--- src/rtl/lkv_pkg.sv ---
// Shared types and constants for the LRU key-value cache.
`timescale 1ns / 1ps

package lkv_pkg;

    localparam int ENTRIES = 16;
    localparam int CNT_W   = 5;
    localparam int IDX_W   = 4;
    localparam int DATA_W  = 32;

    localparam logic [CNT_W-1:0]  CAP_RESET = CNT_W'(ENTRIES);
    localparam logic [DATA_W-1:0] MISS_VALUE = {DATA_W{1'b1}};

    localparam logic FUNC_GET = 1'b0;
    localparam logic FUNC_PUT = 1'b1;

    localparam logic [1:0] REG_CAPACITY = 2'd0;

    typedef logic [DATA_W-1:0] word_t;

    typedef struct packed {
        logic               hit;
        logic [ENTRIES-1:0] match;
        logic [IDX_W-1:0]   pos;
        word_t              stored;
    } lookup_t;

    // Positions below n set, the rest clear.
    function automatic logic [ENTRIES-1:0] prefix_mask(input logic [CNT_W-1:0] n);
        logic [ENTRIES-1:0] m;
        for (int i = 0; i < ENTRIES; i++)
        begin
            m[i] = (CNT_W'(i) < n);
        end
        return m;
    endfunction

endpackage

--- src/rtl/lru_key_value_cache.sv ---
// Top level of the fully associative LRU key-value cache.
`timescale 1ns / 1ps

// Fully associative key-value cache of 16 entries with least-recently-used
// replacement. Requests arrive on the s_ stream: s_tuser selects get or put,
// s_tdata carries the key and the value. Each request gives exactly one result
// on the m_ stream: m_tuser carries the hit flag, m_tdata the read value and the
// occupancy after the request.
// A request is captured in an input register, served once the output register
// is free by a parallel key compare and a one-position shift of the recency
// chain, and the result lands in an output register. One request is taken
// every cycle while the receiver does not stall.
// When the receiver stalls, the result holds in the output register, one more
// request waits in the input register, and s_tready then falls.
// Reset empties the chain, clears both registers and sets capacity to 16.
// The user must write capacity over the APB port at address 0 only while no
// request is in flight; the block does not enforce this. A lower capacity
// takes effect at the next request.
module lru_key_value_cache (
    input  logic        clk,
    input  logic        rst_n,
    input  logic        s_tvalid,
    output logic        s_tready,
    input  logic [63:0] s_tdata,   // key [31:0], value [63:32]
    input  logic [0:0]  s_tuser,   // func [0]
    output logic        m_tvalid,
    input  logic        m_tready,
    output logic [39:0] m_tdata,   // read_value [31:0], occupancy [36:32], zero [39:37]
    output logic [0:0]  m_tuser,   // hit [0]
    input  logic        psel,
    input  logic        penable,
    input  logic        pwrite,
    input  logic [3:0]  paddr,
    input  logic [31:0] pwdata,
    output logic [31:0] prdata,
    output logic        pready
);

    logic                          cap_reg, unused_dummy;
    logic [lkv_pkg::CNT_W-1:0]     capacity_reg, cap_eff;
    logic                          in_valid_reg, in_func_reg;
    lkv_pkg::word_t                in_key_reg, in_value_reg;
    logic                          out_valid_reg, out_hit_reg;
    lkv_pkg::word_t                out_read_reg;
    logic [lkv_pkg::CNT_W-1:0]     out_occ_reg;
    logic                          fire, s_accept, cfg_write;
    lkv_pkg::word_t                keys   [lkv_pkg::ENTRIES];
    lkv_pkg::word_t                values [lkv_pkg::ENTRIES];
    logic [lkv_pkg::ENTRIES-1:0]   valid_eff, valid_q;
    logic [lkv_pkg::CNT_W-1:0]     held_q, held_new;
    lkv_pkg::lookup_t              lookup;
    lkv_pkg::word_t                read_next;

    assign cap_reg      = 1'b0;
    assign unused_dummy = cap_reg;

    assign pready    = 1'b1;
    assign cfg_write = psel && penable && pwrite && pready;

    always_ff @(posedge clk or negedge rst_n)
    begin
        if (!rst_n)
            capacity_reg <= lkv_pkg::CAP_RESET;
        else if (cfg_write && paddr[3:2] == lkv_pkg::REG_CAPACITY)
            capacity_reg <= pwdata[lkv_pkg::CNT_W-1:0];
    end

    always_comb
    begin
        prdata = '0;
        if (paddr[3:2] == lkv_pkg::REG_CAPACITY)
            prdata = {{(32-lkv_pkg::CNT_W){1'b0}}, capacity_reg};
    end

    always_comb
    begin
        if (capacity_reg == '0)
            cap_eff = lkv_pkg::CNT_W'(1);
        else if (capacity_reg > lkv_pkg::CNT_W'(lkv_pkg::ENTRIES))
            cap_eff = lkv_pkg::CNT_W'(lkv_pkg::ENTRIES);
        else
            cap_eff = capacity_reg;
    end

    assign fire     = in_valid_reg && (!out_valid_reg || m_tready);
    assign s_tready = !in_valid_reg || fire;
    assign s_accept = s_tvalid && s_tready;

    always_ff @(posedge clk or negedge rst_n)
    begin
        if (!rst_n)
            in_valid_reg <= 1'b0;
        else if (s_accept)
            in_valid_reg <= 1'b1;
        else if (fire)
            in_valid_reg <= 1'b0;
    end

    always_ff @(posedge clk)
    begin
        if (s_accept)
        begin
            in_func_reg  <= s_tuser[0];
            in_key_reg   <= s_tdata[31:0];
            in_value_reg <= s_tdata[63:32];
        end
    end

    lkv_lookup u_lookup (
        .key    (in_key_reg),
        .keys   (keys),
        .values (values),
        .valid  (valid_eff),
        .result (lookup)
    );

    lkv_store u_store (
        .clk       (clk),
        .rst_n     (rst_n),
        .fire      (fire),
        .func      (in_func_reg),
        .key       (in_key_reg),
        .value     (in_value_reg),
        .cap_eff   (cap_eff),
        .lookup    (lookup),
        .keys      (keys),
        .values    (values),
        .valid_eff (valid_eff),
        .valid_q   (valid_q),
        .held_q    (held_q),
        .held_new  (held_new)
    );

    always_comb
    begin
        if (in_func_reg == lkv_pkg::FUNC_PUT)
            read_next = '0;
        else if (lookup.hit)
            read_next = lookup.stored;
        else
            read_next = lkv_pkg::MISS_VALUE;
    end

    always_ff @(posedge clk or negedge rst_n)
    begin
        if (!rst_n)
            out_valid_reg <= 1'b0;
        else if (fire)
            out_valid_reg <= 1'b1;
        else if (m_tready)
            out_valid_reg <= 1'b0;
    end

    always_ff @(posedge clk)
    begin
        if (fire)
        begin
            out_hit_reg  <= lookup.hit;
            out_read_reg <= read_next;
            out_occ_reg  <= held_new;
        end
    end

    assign m_tvalid = out_valid_reg;
    assign m_tdata  = {3'b000, out_occ_reg, out_read_reg};
    assign m_tuser  = {out_hit_reg | unused_dummy};

    // The valid entries always form the prefix below the held count.
    a_valid_prefix: assert property (@(posedge clk) disable iff (!rst_n)
        valid_q == lkv_pkg::prefix_mask(held_q))
        else $error("valid bits do not match held count");

    a_held_bound: assert property (@(posedge clk) disable iff (!rst_n)
        held_q <= lkv_pkg::CNT_W'(lkv_pkg::ENTRIES))
        else $error("held count beyond entry count");

    // A miss reads either the put constant or the get miss marker.
    a_miss_value: assert property (@(posedge clk) disable iff (!rst_n)
        (m_tvalid && !m_tuser[0]) |-> (m_tdata[31:0] == '0 || m_tdata[31:0] == '1))
        else $error("miss result carries a stored value");

    a_hit_occupied: assert property (@(posedge clk) disable iff (!rst_n)
        (m_tvalid && m_tuser[0]) |-> (m_tdata[36:32] != '0))
        else $error("hit reported with an empty cache");

endmodule

--- src/rtl/lkv_lookup.sv ---
// Parallel key compare across the recency chain with one-hot value select.
`timescale 1ns / 1ps

module lkv_lookup (
    input  lkv_pkg::word_t             key,
    input  lkv_pkg::word_t             keys   [lkv_pkg::ENTRIES],
    input  lkv_pkg::word_t             values [lkv_pkg::ENTRIES],
    input  logic [lkv_pkg::ENTRIES-1:0] valid,
    output lkv_pkg::lookup_t           result
);

    always_comb
    begin
        lkv_pkg::lookup_t r;
        r = '0;
        for (int i = 0; i < lkv_pkg::ENTRIES; i++)
        begin
            r.match[i] = valid[i] && (keys[i] == key);
        end
        // Keys are unique among valid entries, so the match is at most one-hot.
        for (int i = 0; i < lkv_pkg::ENTRIES; i++)
        begin
            if (r.match[i])
            begin
                r.pos    = r.pos | lkv_pkg::IDX_W'(i);
                r.stored = r.stored | values[i];
            end
        end
        r.hit = |r.match;
        result = r;
    end

endmodule

--- src/rtl/lkv_store.sv ---
// Recency chain storage: truncation to capacity, move-to-front and insert with shift.
`timescale 1ns / 1ps

module lkv_store (
    input  logic                         clk,
    input  logic                         rst_n,
    input  logic                         fire,
    input  logic                         func,
    input  lkv_pkg::word_t               key,
    input  lkv_pkg::word_t               value,
    input  logic [lkv_pkg::CNT_W-1:0]    cap_eff,
    input  lkv_pkg::lookup_t             lookup,
    output lkv_pkg::word_t               keys   [lkv_pkg::ENTRIES],
    output lkv_pkg::word_t               values [lkv_pkg::ENTRIES],
    output logic [lkv_pkg::ENTRIES-1:0]  valid_eff,
    output logic [lkv_pkg::ENTRIES-1:0]  valid_q,
    output logic [lkv_pkg::CNT_W-1:0]    held_q,
    output logic [lkv_pkg::CNT_W-1:0]    held_new
);

    lkv_pkg::word_t                keys_reg   [lkv_pkg::ENTRIES];
    lkv_pkg::word_t                values_reg [lkv_pkg::ENTRIES];
    lkv_pkg::word_t                keys_next   [lkv_pkg::ENTRIES];
    lkv_pkg::word_t                values_next [lkv_pkg::ENTRIES];
    logic [lkv_pkg::ENTRIES-1:0]   valid_reg, valid_next;
    logic [lkv_pkg::CNT_W-1:0]     held_reg, held_next;
    logic [lkv_pkg::CNT_W-1:0]     held_trunc, last;
    logic [lkv_pkg::ENTRIES-1:0]   shift;
    logic                          grow, write_front;
    lkv_pkg::word_t                front_value;

    always_comb
    begin
        // Positions at or beyond the capacity drop out before the request is served.
        valid_eff  = valid_reg & lkv_pkg::prefix_mask(cap_eff);
        held_trunc = (held_reg > cap_eff) ? cap_eff : held_reg;
        last       = (held_trunc < cap_eff) ? held_trunc : cap_eff - 1'b1;
        grow       = !lookup.hit && (func == lkv_pkg::FUNC_PUT) && (held_trunc < cap_eff);
        held_new   = held_trunc + lkv_pkg::CNT_W'(grow);
        write_front = lookup.hit || (func == lkv_pkg::FUNC_PUT);
        front_value = (func == lkv_pkg::FUNC_PUT) ? value : lookup.stored;

        for (int i = 0; i < lkv_pkg::ENTRIES; i++)
        begin
            if (i == 0)
                shift[i] = 1'b0;
            else if (lookup.hit)
                shift[i] = (lkv_pkg::IDX_W'(i) <= lookup.pos);
            else
                shift[i] = (func == lkv_pkg::FUNC_PUT) && (lkv_pkg::CNT_W'(i) <= last);
        end

        valid_next = valid_eff;
        for (int i = 0; i < lkv_pkg::ENTRIES; i++)
        begin
            keys_next[i]   = keys_reg[i];
            values_next[i] = values_reg[i];
        end
        if (write_front)
        begin
            keys_next[0]   = key;
            values_next[0] = front_value;
            valid_next[0]  = 1'b1;
        end
        for (int i = 1; i < lkv_pkg::ENTRIES; i++)
        begin
            if (shift[i])
            begin
                keys_next[i]   = keys_reg[i-1];
                values_next[i] = values_reg[i-1];
                valid_next[i]  = valid_eff[i-1];
            end
        end
        held_next = held_new;
    end

    always_ff @(posedge clk or negedge rst_n)
    begin
        if (!rst_n)
        begin
            valid_reg <= '0;
            held_reg  <= '0;
        end
        else if (fire)
        begin
            valid_reg <= valid_next;
            held_reg  <= held_next;
        end
    end

    always_ff @(posedge clk)
    begin
        if (fire)
        begin
            for (int i = 0; i < lkv_pkg::ENTRIES; i++)
            begin
                keys_reg[i]   <= keys_next[i];
                values_reg[i] <= values_next[i];
            end
        end
    end

    assign keys    = keys_reg;
    assign values  = values_reg;
    assign valid_q = valid_reg;
    assign held_q  = held_reg;

endmodule

--- config.mk ---
export PLATFORM = sky130hd
export DESIGN_NAME = lru_key_value_cache
export DESIGN_NICKNAME = d
export VERILOG_FILES = /design/src/rtl/lkv_pkg.sv /design/src/rtl/lru_key_value_cache.sv /design/src/rtl/lkv_lookup.sv /design/src/rtl/lkv_store.sv
export SDC_FILE = /design/constraint.sdc
export NUM_CORES = 1
export LEC_CHECK = 0
export ABC_AREA = 1
export BUFFER_PORTS_ARGS = -buffer_cell sky130_fd_sc_hd__buf_2
export CORE_ASPECT_RATIO = 0.9
export CORE_MARGIN = 3
export CORE_UTILIZATION = 33
export DETAILED_ROUTE_END_ITERATION = 10
export PLACE_DENSITY = 0.53
export SYNTH_ARGS = -nofsm -noshare
export SYNTH_HDL_FRONTEND = slang
export SYNTH_SLANG_ARGS = --single-unit
--- constraint.sdc ---
create_clock -name clk -period 10 [get_ports clk]
set_input_delay 3 -clock clk [delete_from_list [all_inputs] [get_ports clk]]
set_output_delay 3 -clock clk [all_outputs]
set_load 0.01 [all_outputs]
# Yosys cells after proc, flatten, opt, wreduce, memory -nomap -nowiden
# Index checks and enable logic that the tools add are counted.
[totals] ff_bits=1155 wordCells=249 inputBits=108 output_inout_bits=76
[classes] n_eq_ne=16 n_bitwise=16 n_mux=58 add_sub_neg=2 reduce_logical=65 magnitude_cmp=49
[ops] operator="$eq 32x32->1" count=16
[ops] operator="$or 32x32->32" count=15
[ops] operator="$mux 36" count=8
[ops] operator="$mux 35" count=4
[ops] operator="$mux 32" count=3
[ops] operator="$mux 34" count=2
[ops] operator="$le 4x5->1 const A" count=8
[ops] operator="$lt 4x5->1 const A" count=8
[ops] operator="$logic_and 1x1->1" count=38
[ops] operator="$mux 1" count=35
[ops] operator="$mux 33" count=1
[ops] operator="$le 4x4->1 const A" count=8
[ops] operator="$reduce_and 2->1" count=16
[ops] operator="$mux 5" count=5
[ops] operator="$le 3x5->1 const A" count=4
[ops] operator="$lt 3x5->1 const A" count=4
[ops] operator="$and 16x16->16" count=1
[ops] operator="$le 3x4->1 const A" count=4
[ops] operator="$reduce_or 16->1" count=1
[ops] operator="$le 2x5->1 const A" count=2
[ops] operator="$lt 1x5->1 const A" count=2
[ops] operator="$lt 2x5->1 const A" count=2
[ops] operator="$le 2x4->1 const A" count=2
[ops] operator="$add 5x1->5" count=1
[ops] operator="other kinds (11)" count=16

# Logic depth before layout (Yosys ltp)
# Gate-level depths: netlist of the first run.
[logic_depth] word_depth=40 mapped_depth=29

# Hierarchy
# A second synthesis of the first run with hierarchy kept.
[hier_totals] hier_cells=4946 hier_area_um2=51879.8
[modules_own_cells] mod="lkv_store" n_inst=1 area_per_inst_um2=33488.4 cells_each=1508 seq_area_each_um2=31275.0
[modules_own_cells] mod="lkv_lookup" n_inst=1 area_per_inst_um2=14346.3 cells_each=3177 seq_area_each_um2=0.0
[modules_own_cells] mod="lru_key_value_cache" n_inst=1 area_per_inst_um2=4045.1 cells_each=261 seq_area_each_um2=3269.4

# Worst setup path before layout of the first run
# OpenSTA, ideal clock, no wires.
[synth_path] path_type="input port to flip-flop" start="input port m_tready" end="register u_store.keys_reg (netlist bit u_store.keys[384]) (enable)" required_ns=9.493 setup_ns=0.507 setup_slack_ns=2.841 arrival_time_ns=6.652 path_stages=5 cell_sequence="inv_1 -> nand2_1 -> nand2_1 -> dlygate4sd1_1 -> a21oi_1"
[synth_via] elab_chain_len=3
[synth_rtl] item="from (decl)" line="lru_key_value_cache.sv:27" rtl="input logic m_tready,"
[synth_rtl] item="$logic_or 1x1->1" line="lru_key_value_cache.sv:85" rtl="assign fire = in_valid_reg && (!out_valid_reg || m_tready);"
[synth_rtl] item="$logic_and 1x1->1" line="lru_key_value_cache.sv:85"
[synth_rtl] item="$reduce_and 2->1 (no source line)"
[synth_rtl] item="to (signal, indexed assignment)" line="lkv_store.sv:97" rtl="keys_reg[i] <= keys_next[i];"
[synth_rtl] item="to (decl)" line="lkv_store.sv:21" rtl="lkv_pkg::word_t keys_reg [lkv_pkg::ENTRIES];"
# No other way between the ends.
# A chain may end at the register's enable or synchronous reset.

# Worst setup path after layout of the first run
[layout_path] start="input port paddr[3]" end="output port prdata[0]"
[layout_via] elab_chain_len=2
[layout_rtl] item="from (decl)" line="lru_key_value_cache.sv:33" rtl="input logic [3:0] paddr,"
[layout_rtl] item="$logic_not 2->1" line="lru_key_value_cache.sv:71" rtl="if (paddr[3:2] == lkv_pkg::REG_CAPACITY)"
[layout_rtl] item="$mux 5" line="lru_key_value_cache.sv:71"
[layout_rtl] item="to (decl)" line="lru_key_value_cache.sv:35" rtl="output logic [31:0] prdata,"
# No other way between the ends.

==> key figures, run 1 <==
Synthesis
  • Post-synthesis compound-gate area fraction: 3.425%
  • Register area share after synthesis: 68.46%
  • Yosys cell types: 52
  • Mapped Avg Cell Area: 11.51 um2
  • Flops & latches, synth: 1155
  • Post-synthesis cell count: 4385
  • Synth Area in Simple Gates: 15.93%
  • Post-synthesis xor/xnor area fraction: 5.763%
  • Main synth FF type: edfxtp_1
  • Post-synthesis mux area share: 0%
  • Fraction of registers with async set/reset: 2.424%
  • Post-Synth Adder-Cell Area: 0.3224%
  • Largest family of logic cells by synthesized area: simple AND/OR/NAND/NOR gates
  • Synthesized cell area: 50460 um2
  • Synth warn: 0
  • Number of enable flip-flop cells after synthesis: 1127

Worst setup path
  • Max incr delay on CP: 130 ps
  • Worst setup SP type: input port
  • Stages on the worst setup path: 5
  • Critical path buffers and inverters: 3
  • Worst R2R Start: capacity_reg[3]$_DFFE_PN0P_
  • Worst path cell trace: buf_2 > nor2_1 > inv_1 > nor2_1 > buf_2
  • Data required, critical path: 7000 ps
  • Critical path launch point: paddr[3]
  • Worst-path cell with the longest stage delay: nor2_1
  • CP top delay family: buffers and inverters
  • Reg2reg path depth: 22
  • Worst Path Arrival: 3560 ps
  • Reg2Reg Setup Slack: 4060 ps
  • Capture point of the critical path: prdata[0]
  • CP Class: input port to output port
  • Crit-path max FO: 5
  • Crit path capture type: output port
  • Reg-to-Reg End: u_store.keys[455]$_DFFE_PP_

Place
  • DP Area: 53150 um2
  • GP Congestion: 0.9070
  • Pre-CTS setup slack: 3403 ps
  • Dpl cells: 6428
  • DPL Wire Length: 100.5 mm
  • Port Buffer Count: 123

Power
  • Power Total: 16.73 mW
  • Leakage power: 21.87 nW
  • Peak supply drop: 0.0001965 V
  • PD cells: 292.2 nW/um2

GRT
  • Top Usage Layer GRT: met2
  • GRT Overall Usage: 18.80%
  • Met1 Use GR: 26.74%
  • Total grt overflow: 0
  • Pin count of the biggest net entering global routing: 65
  • GR Layer Usage met3: 3.074%
  • First-pass GRT wire length: 214.7 mm
  • Vias in the first global route: 30970
  • GR Util met2: 29.49%
  • Initial antenna violation count: 1

Timing
  • PnR worst setup slack: 3443 ps
  • Hold_ws: 427.8 ps
  • Final slew viol count: 0
  • Least-Margin Pin Slew: 1115 ps
  • Setup tns final: 0 ps
  • Setup-failing EPs final: 0
  • Final hold violation count: 0
  • RSZ-0062 raised after global routing: no
  • Min Tclk post-route: 6557 ps
  • Worst Skew: 32.94 ps
  • Worst slew margin: 25.64%
  • FMAX: 0.1525 GHz
  • Tcrit/Tclk final: 65.57%

Detailed routing
  • WL final: 150.2 mm
  • Via density: 4.800
  • Drc violations: 0
  • Via count: 32000
  • DR iter-0 viols: 2996
  • Routed Antenna Nets: 0
  • Avg WL per Cell: 22.54 um
  • First drt pass iteration count: 5

Die
  • Initial Utilization: 33.38%
  • I/O Pins: 184
  • Die width: 418.2 um
  • Chip height: 377.0 um
  • Die ar.: 157600 um2
  • CORE AREA: 151200 um2
  • FP Rows: 135

Clock network
  • Setup bufs post-CTS: 0
  • H-tree depth: 4
  • Clock Root Buffer: clkbuf_16
  • Clk Latency, worst-skew pair: 790 ps
  • CTS Buffer Depth: 3
  • CTS clk-pin slew, worst paths: 60 ps
  • Clk sink count: 1155
  • Hold_buf cts: 0
  • CTS resizes: 0
  • Cts bufs inserted: 131
  • CTS tree: built

Finish
  • Share of post-route cells with drive strength above 1: 10.43%
  • Post-route insts no fill: 6666
  • Nets: 4696
  • Post-route cell area: 57280 um2
  • Area grow syn2layout: 13.52%
  • Final core occ: 37.89%
  • Filler instances: 14640

Worst hold path
  • Hold Crit Class: flip-flop to flip-flop

Flow run
  • Max-cap check violation count: 0

Run status
  • Outcome: complete, no violations
## routing by layer
layer | vias up | part of all wire [%]
li1 | 14950 | -
met3 | 212 | 5.8
met2 | 1020 | 45
met4 | 0 | 2.6
met5 | - | 0
met1 | 15820 | 46
## cells in the mapped netlist, types with 9 or more instances
library cell | n | area, um2
dfrtp_1 | 27 | 675.7
nand4_1 | 70 | 437.9
clkbuf_1 | 27 | 101.4
ha_1 | 13 | 162.7
o21ai_0 | 26 | 130.1
nor2_1 | 296 | 1111
o22ai_1 | 64 | 400.4
buf_2 | 26 | 130.1
o21ai_1 | 9 | 45.04
nand3_1 | 121 | 605.6
buf_4 | 66 | 495.5
o211ai_1 | 29 | 217.7
xnor2_1 | 319 | 2794
nand3_2 | 17 | 170.2
a21oi_1 | 113 | 565.5
xor2_1 | 13 | 113.9
nand2_2 | 12 | 75.07
inv_1 | 473 | 1775
inv_2 | 16 | 60.06
a211oi_1 | 29 | 217.7
and3_1 | 30 | 187.7
nor3_1 | 10 | 50.05
nand2_1 | 1331 | 4996
or2_2 | 14 | 87.58
edfxtp_1 | 1127 | 33840
buf_6 | 36 | 405.4
## cell usage in the layout, fill, tap and decap left out, types with 8 or more instances in the layout
cell type,netlist,final
clkbuf_16,0,131
conb_1,2,31
inv_1,473,465
inv_2,16,19
nand2_1,1331,1330
nor2_1,296,289
bufinv_16,0,8
buf_4,66,70
buf_2,26,123
edfxtp_1,1127,1127
nand3_2,17,22
nand2_2,12,13
inv_6,1,8
or2_2,14,14
nand3_1,121,116
clkinv_1,1,28
xnor2_1,319,319
nor3_1,10,10
o22ai_1,64,64
o21ai_0,26,26
clkbuf_1,27,30
nor2_4,5,12
clkinv_2,0,23
nand4_1,70,70
ha_1,13,13
dfrtp_1,27,27
o21ai_1,9,9
a211oi_1,29,29
a21oi_1,113,106
o211ai_1,29,29
xor2_1,13,13
and3_1,30,30
## worst min-delay path by stage
stage | cells past startpoint | slack, ps | end | startpoint
after floorplan | 0 | 420 | u_store.keys[495]$_DFFE_PP_ | in_key_reg[15]$_DFFE_PP_
after global placement | 0 | 430 | u_store.values[173]$_DFFE_PP_ | u_store.values[205]$_DFFE_PP_
after detailed placement | 0 | 430 | u_store.values[414]$_DFFE_PP_ | u_store.values[446]$_DFFE_PP_
after CTS | 0 | 420 | u_store.values[78]$_DFFE_PP_ | u_store.values[110]$_DFFE_PP_
after global routing | 0 | 430 | u_store.values[59]$_DFFE_PP_ | u_store.values[91]$_DFFE_PP_
final | 0 | 430 | u_store.values[78]$_DFFE_PP_ | u_store.values[110]$_DFFE_PP_
## area by class of cell
type                    instances  area, um2  area share, %
multi-input cells            2601      13110          22.89
inverters                     493       1868          3.261
flip-flops and latches       1155      34540          60.31
well taps                    1986       2485          4.338
clock inverters                73      716.9          1.252
clock buffers                 162       3405          5.944
repair buffers                193       1141          1.992
diodes                          3      7.507        0.01311
## cells by family (layout without fill, tap and decap cells)
logic type,count (synthesis),in the layout
AO/OA/AOI/OAI,286,286
AND/OR/NAND/NOR,1939,1939
flip-flops,1155,1155
adder cells (fa/ha/maj),13,13
buffers and inverters,658,921
other,2,34
XOR/XNOR,332,332
## worst reg2reg max path: stages, from the launching register on
cell,delay [ps]
dfrtp_1,500
nor2_2,200
nand2_1,70
nand2_1,50
nand2_1,150
ha_1,330
nand2_1,80
nor2_1,60
nand2_1,60
nand3_2,110
o21ai_0,370
inv_1,170
ha_1,350
inv_1,80
nor3_1,60
a211oi_2,350
nand2_4,180
o21ai_0,320
nor2_2,110
nand2_1,120
a21oi_2,140
a21oi_4,890
buf_4,750
## power by group
part	switching (mW)	internal, mW
Combinational	2.67	0.966
Sequential	0.867	7.55
Clock	2.02	2.65
Power figures use the tool's default switching activity.
==> run 2: changes to the inputs <==
- clock period: 10 -> 6.05 ns (I/O delays scaled with it)
==> run 2 against run 1 <==
Sequential power rose by 65%. Setup slack got worse by 2700 ps. Utilization rose by 0.31 points. First-iteration DRC count rose by 4.9%. Largest cell class unchanged. Via count fell by 0.49%.
==> key figures, run 2 (synthesis gave the netlist of run 1 again) <==
Run status
  • Outcome: complete, no violations

Finish
  • Filler instances: 14480 (-1.1%)
  • Area grow syn2layout: 14.46%
  • Commonest non-fill, non-tap cell in the layout: nand2_1
  • Share of post-route cells with drive strength above 1: 11.29% (+0.85 points)
  • Final core occ: 38.20% (+0.31 points)
  • Most frequent cells in the layout: 1330 x nand2_1, 1127 x edfxtp_1, 466 x inv_1
  • Nets: 4728 (+0.68%)
  • Number of diodes: 0 (-3)

Worst setup path
  • Worst Path Arrival: 5810 ps (+2250 ps)
  • Most frequent CP cell: nand2_1
  • Max incr delay on CP: 550 ps (+420 ps)
  • Crit path capture type: flip-flop
  • Worst-path cell with the longest stage delay: clkinv_2
  • Crit-path max FO: 36 (+31)
  • CP Class: flip-flop to flip-flop
  • Data required, critical path: 6540 ps (-460 ps)
  • Worst setup SP type: flip-flop

Detailed routing
  • Via density: 4.753 (-1.0%)
  • Via count: 31840 (-0.49%)
  • First drt pass iteration count: 5 (unchanged)
  • Drc violations: 0 (unchanged)
  • Avg WL per Cell: 22.13 um (-1.8%)
  • Routed Antenna Nets: 0 (unchanged)
  • WL final: 148.3 mm (-1.3%)
  • DR iter-0 viols: 3143 (+4.9%)

Power
  • Leakage power: 22.12 nW (+1.1%)
  • Peak supply drop: 0.0002876 V (+46%)
  • Net switching component of the power: 9.125 mW (+64%)
  • Comb pwr share: 22.4% (+0.7 points)
  • Sequential share of power: 49.8% (-0.5 points)
  • PD cells: 481.8 nW/um2 (+65%)
  • Internal: 18.70 mW (+67%)
  • Clk pwr share: 27.8% (about the same)
  • Switching Share: 32.79% (-0.43 points)

Clock network
  • Cts bufs inserted: 130 (-0.76%)
  • CTS Buffer Depth: 3 (unchanged)
  • CTS resizes: 0 (unchanged)
  • Clk Latency, worst-skew pair: 760 ps (-30 ps)
  • Clk sink count: 1155 (unchanged)
  • CTS tree: built
  • CTS clk-pin slew, worst paths: 60 ps (about the same)
  • Setup bufs post-CTS: 0 (unchanged)
  • Hold_buf cts: 0 (unchanged)
  • H-tree depth: 4 (unchanged)
  • Clock Root Buffer: clkbuf_16

Timing
  • Final slew viol count: 0 (unchanged)
  • RSZ-0062 raised after global routing: no
  • Final hold violation count: 0 (unchanged)
  • Tcrit/Tclk final: 87.97%
  • Worst slew margin: 10.28% (-15 points)
  • Min Tclk post-route: 5322 ps
  • Setup-failing EPs final: 0 (unchanged)
  • Worst Skew: 21.66 ps (-11.28 ps)
  • Setup tns final: 0 ps (unchanged)
  • FMAX: 0.1879 GHz
  • Least-Margin Pin Slew: 1344 ps (+228.9 ps)

Place
  • DPL Wire Length: 104.7 mm (+4.2%)
  • Port Buffer Count: 123 (unchanged)
  • GP Congestion: 0.9836 (+8.4%)

Die
  • I/O Pins: 184 (unchanged)
  • FP Rows: 135 (unchanged)
  • Die width: 418.2 um (unchanged)
  • CORE AREA: 151200 um2 (unchanged)
  • Initial Utilization: 33.38% (unchanged)
  • Die ar.: 157600 um2 (unchanged)
  • Chip height: 377.0 um (unchanged)

GRT
  • Initial antenna violation count: 3 (+2)
  • GR Util met2: 28.92% (-0.57 points)
  • Top Usage Layer GRT: met2
  • First-pass GRT wire length: 212.5 mm (-1.0%)
  • Total grt overflow: 0 (unchanged)
  • GRT Overall Usage: 18.60% (-0.20 points)
  • Pin count of the biggest net entering global routing: 65 (unchanged)
  • Met1 Use GR: 26.43% (-0.31 points)
  • GR Layer Usage met3: 3.127% (+0.053 points)
  • Vias in the first global route: 31130 (+0.51%)

Flow run
  • Max-cap check violation count: 0 (unchanged)

Worst hold path
  • Hold Crit Class: flip-flop to flip-flop
run 2: cell types whose count changed in the layout (fill, tap and decap cells not counted), moves of 2 or more:
cell	change
clkinv_2	+7
clkbuf_16	+3
inv_16	-2
buf_4	+17
inv_6	-2
diode_2	-3
clkinvlp_4	+3
buf_12	+16
clkbuf_1	-7
clkinv_4	+4
clkinv_16	-2
run 2: path summary, 6_finish.rpt:
| check | start | endpoint | slack, ps | cells after the start |
|---|---|---|---|---|
| max in group asynchronous | rst_n | u_store.valid_q[5]$_DFFE_PN0P_ | 4350 | 1 |
| min in group asynchronous | rst_n | capacity_reg[3]$_DFFE_PN0P_ | 1150 | 1 |
| worst min register to register | u_store.values[34]$_DFFE_PP_ | u_store.values[2]$_DFFE_PP_ | 430 | 0 |
| worst max-delay path | capacity_reg[2]$_DFFE_PN0P_ | u_store.keys[341]$_DFFE_PP_ | 730 | 25 |
| worst min-delay path | u_store.values[34]$_DFFE_PP_ | u_store.values[2]$_DFFE_PP_ | 430 | 0 |
| worst max register to register | capacity_reg[2]$_DFFE_PN0P_ | u_store.keys[341]$_DFFE_PP_ | 730 | 25 |
run 2: metal layers:
layer / share of wire [%] / vias to the layer above
li1: - / 15020
met1: 46 / 15480
met2: 45 / 1140
met3: 6.4 / 212
met4: 2.8 / 0
met5: 0 / -
run 2: area by class of cell:
cell class	instances	area (um2)	area share [%]
clock inverters	80	688.2	1.192
multi-input cells	2601	13110	22.70
flip-flops and latches	1155	34540	59.81
clock buffers	159	3467	6.003
repair buffers	226	1589	2.751
well taps	1986	2485	4.303
inverters	493	1868	3.235
run 2: worst max-delay path, delay by kind of cell, from the launching register on:
kind                       cells  cell delay, ps
DFF                            1             480
buffers and inverters          2             970
AOI/OAI and AO/OA              4             910
and+or+nand+nor               17            2010
adders and majority gates      2             640
run 2: through the flow:
stage                     worst slack, ps  power [mW]  hold slack [ps]  instance area [um2]  cells
after floorplan                     429.0       17.59            420.6                50600   4414
after detailed placement            766.7       20.24            432.4                53600   6461
final                               728.0       27.83            428.7                57750   6700
after CTS                           699.1       28.02            431.2                57750   6700
after global routing                317.9       29.21            435.9                57750   6700
after global placement              760.5       20.18            427.0                53600   6461
run 2: power groups by stage:
stage | Sequential (mW) | Clock, mW | Combinational [mW]
global route | 14.1 | 8.23 | 6.85
finish | 13.9 | 7.73 | 6.24
global placement | 13.9 | 0 | 6.27
floorplan | 13.6 | 0 | 4.01
detailed placement | 14.0 | 0 | 6.26
CTS | 13.9 | 7.88 | 6.28
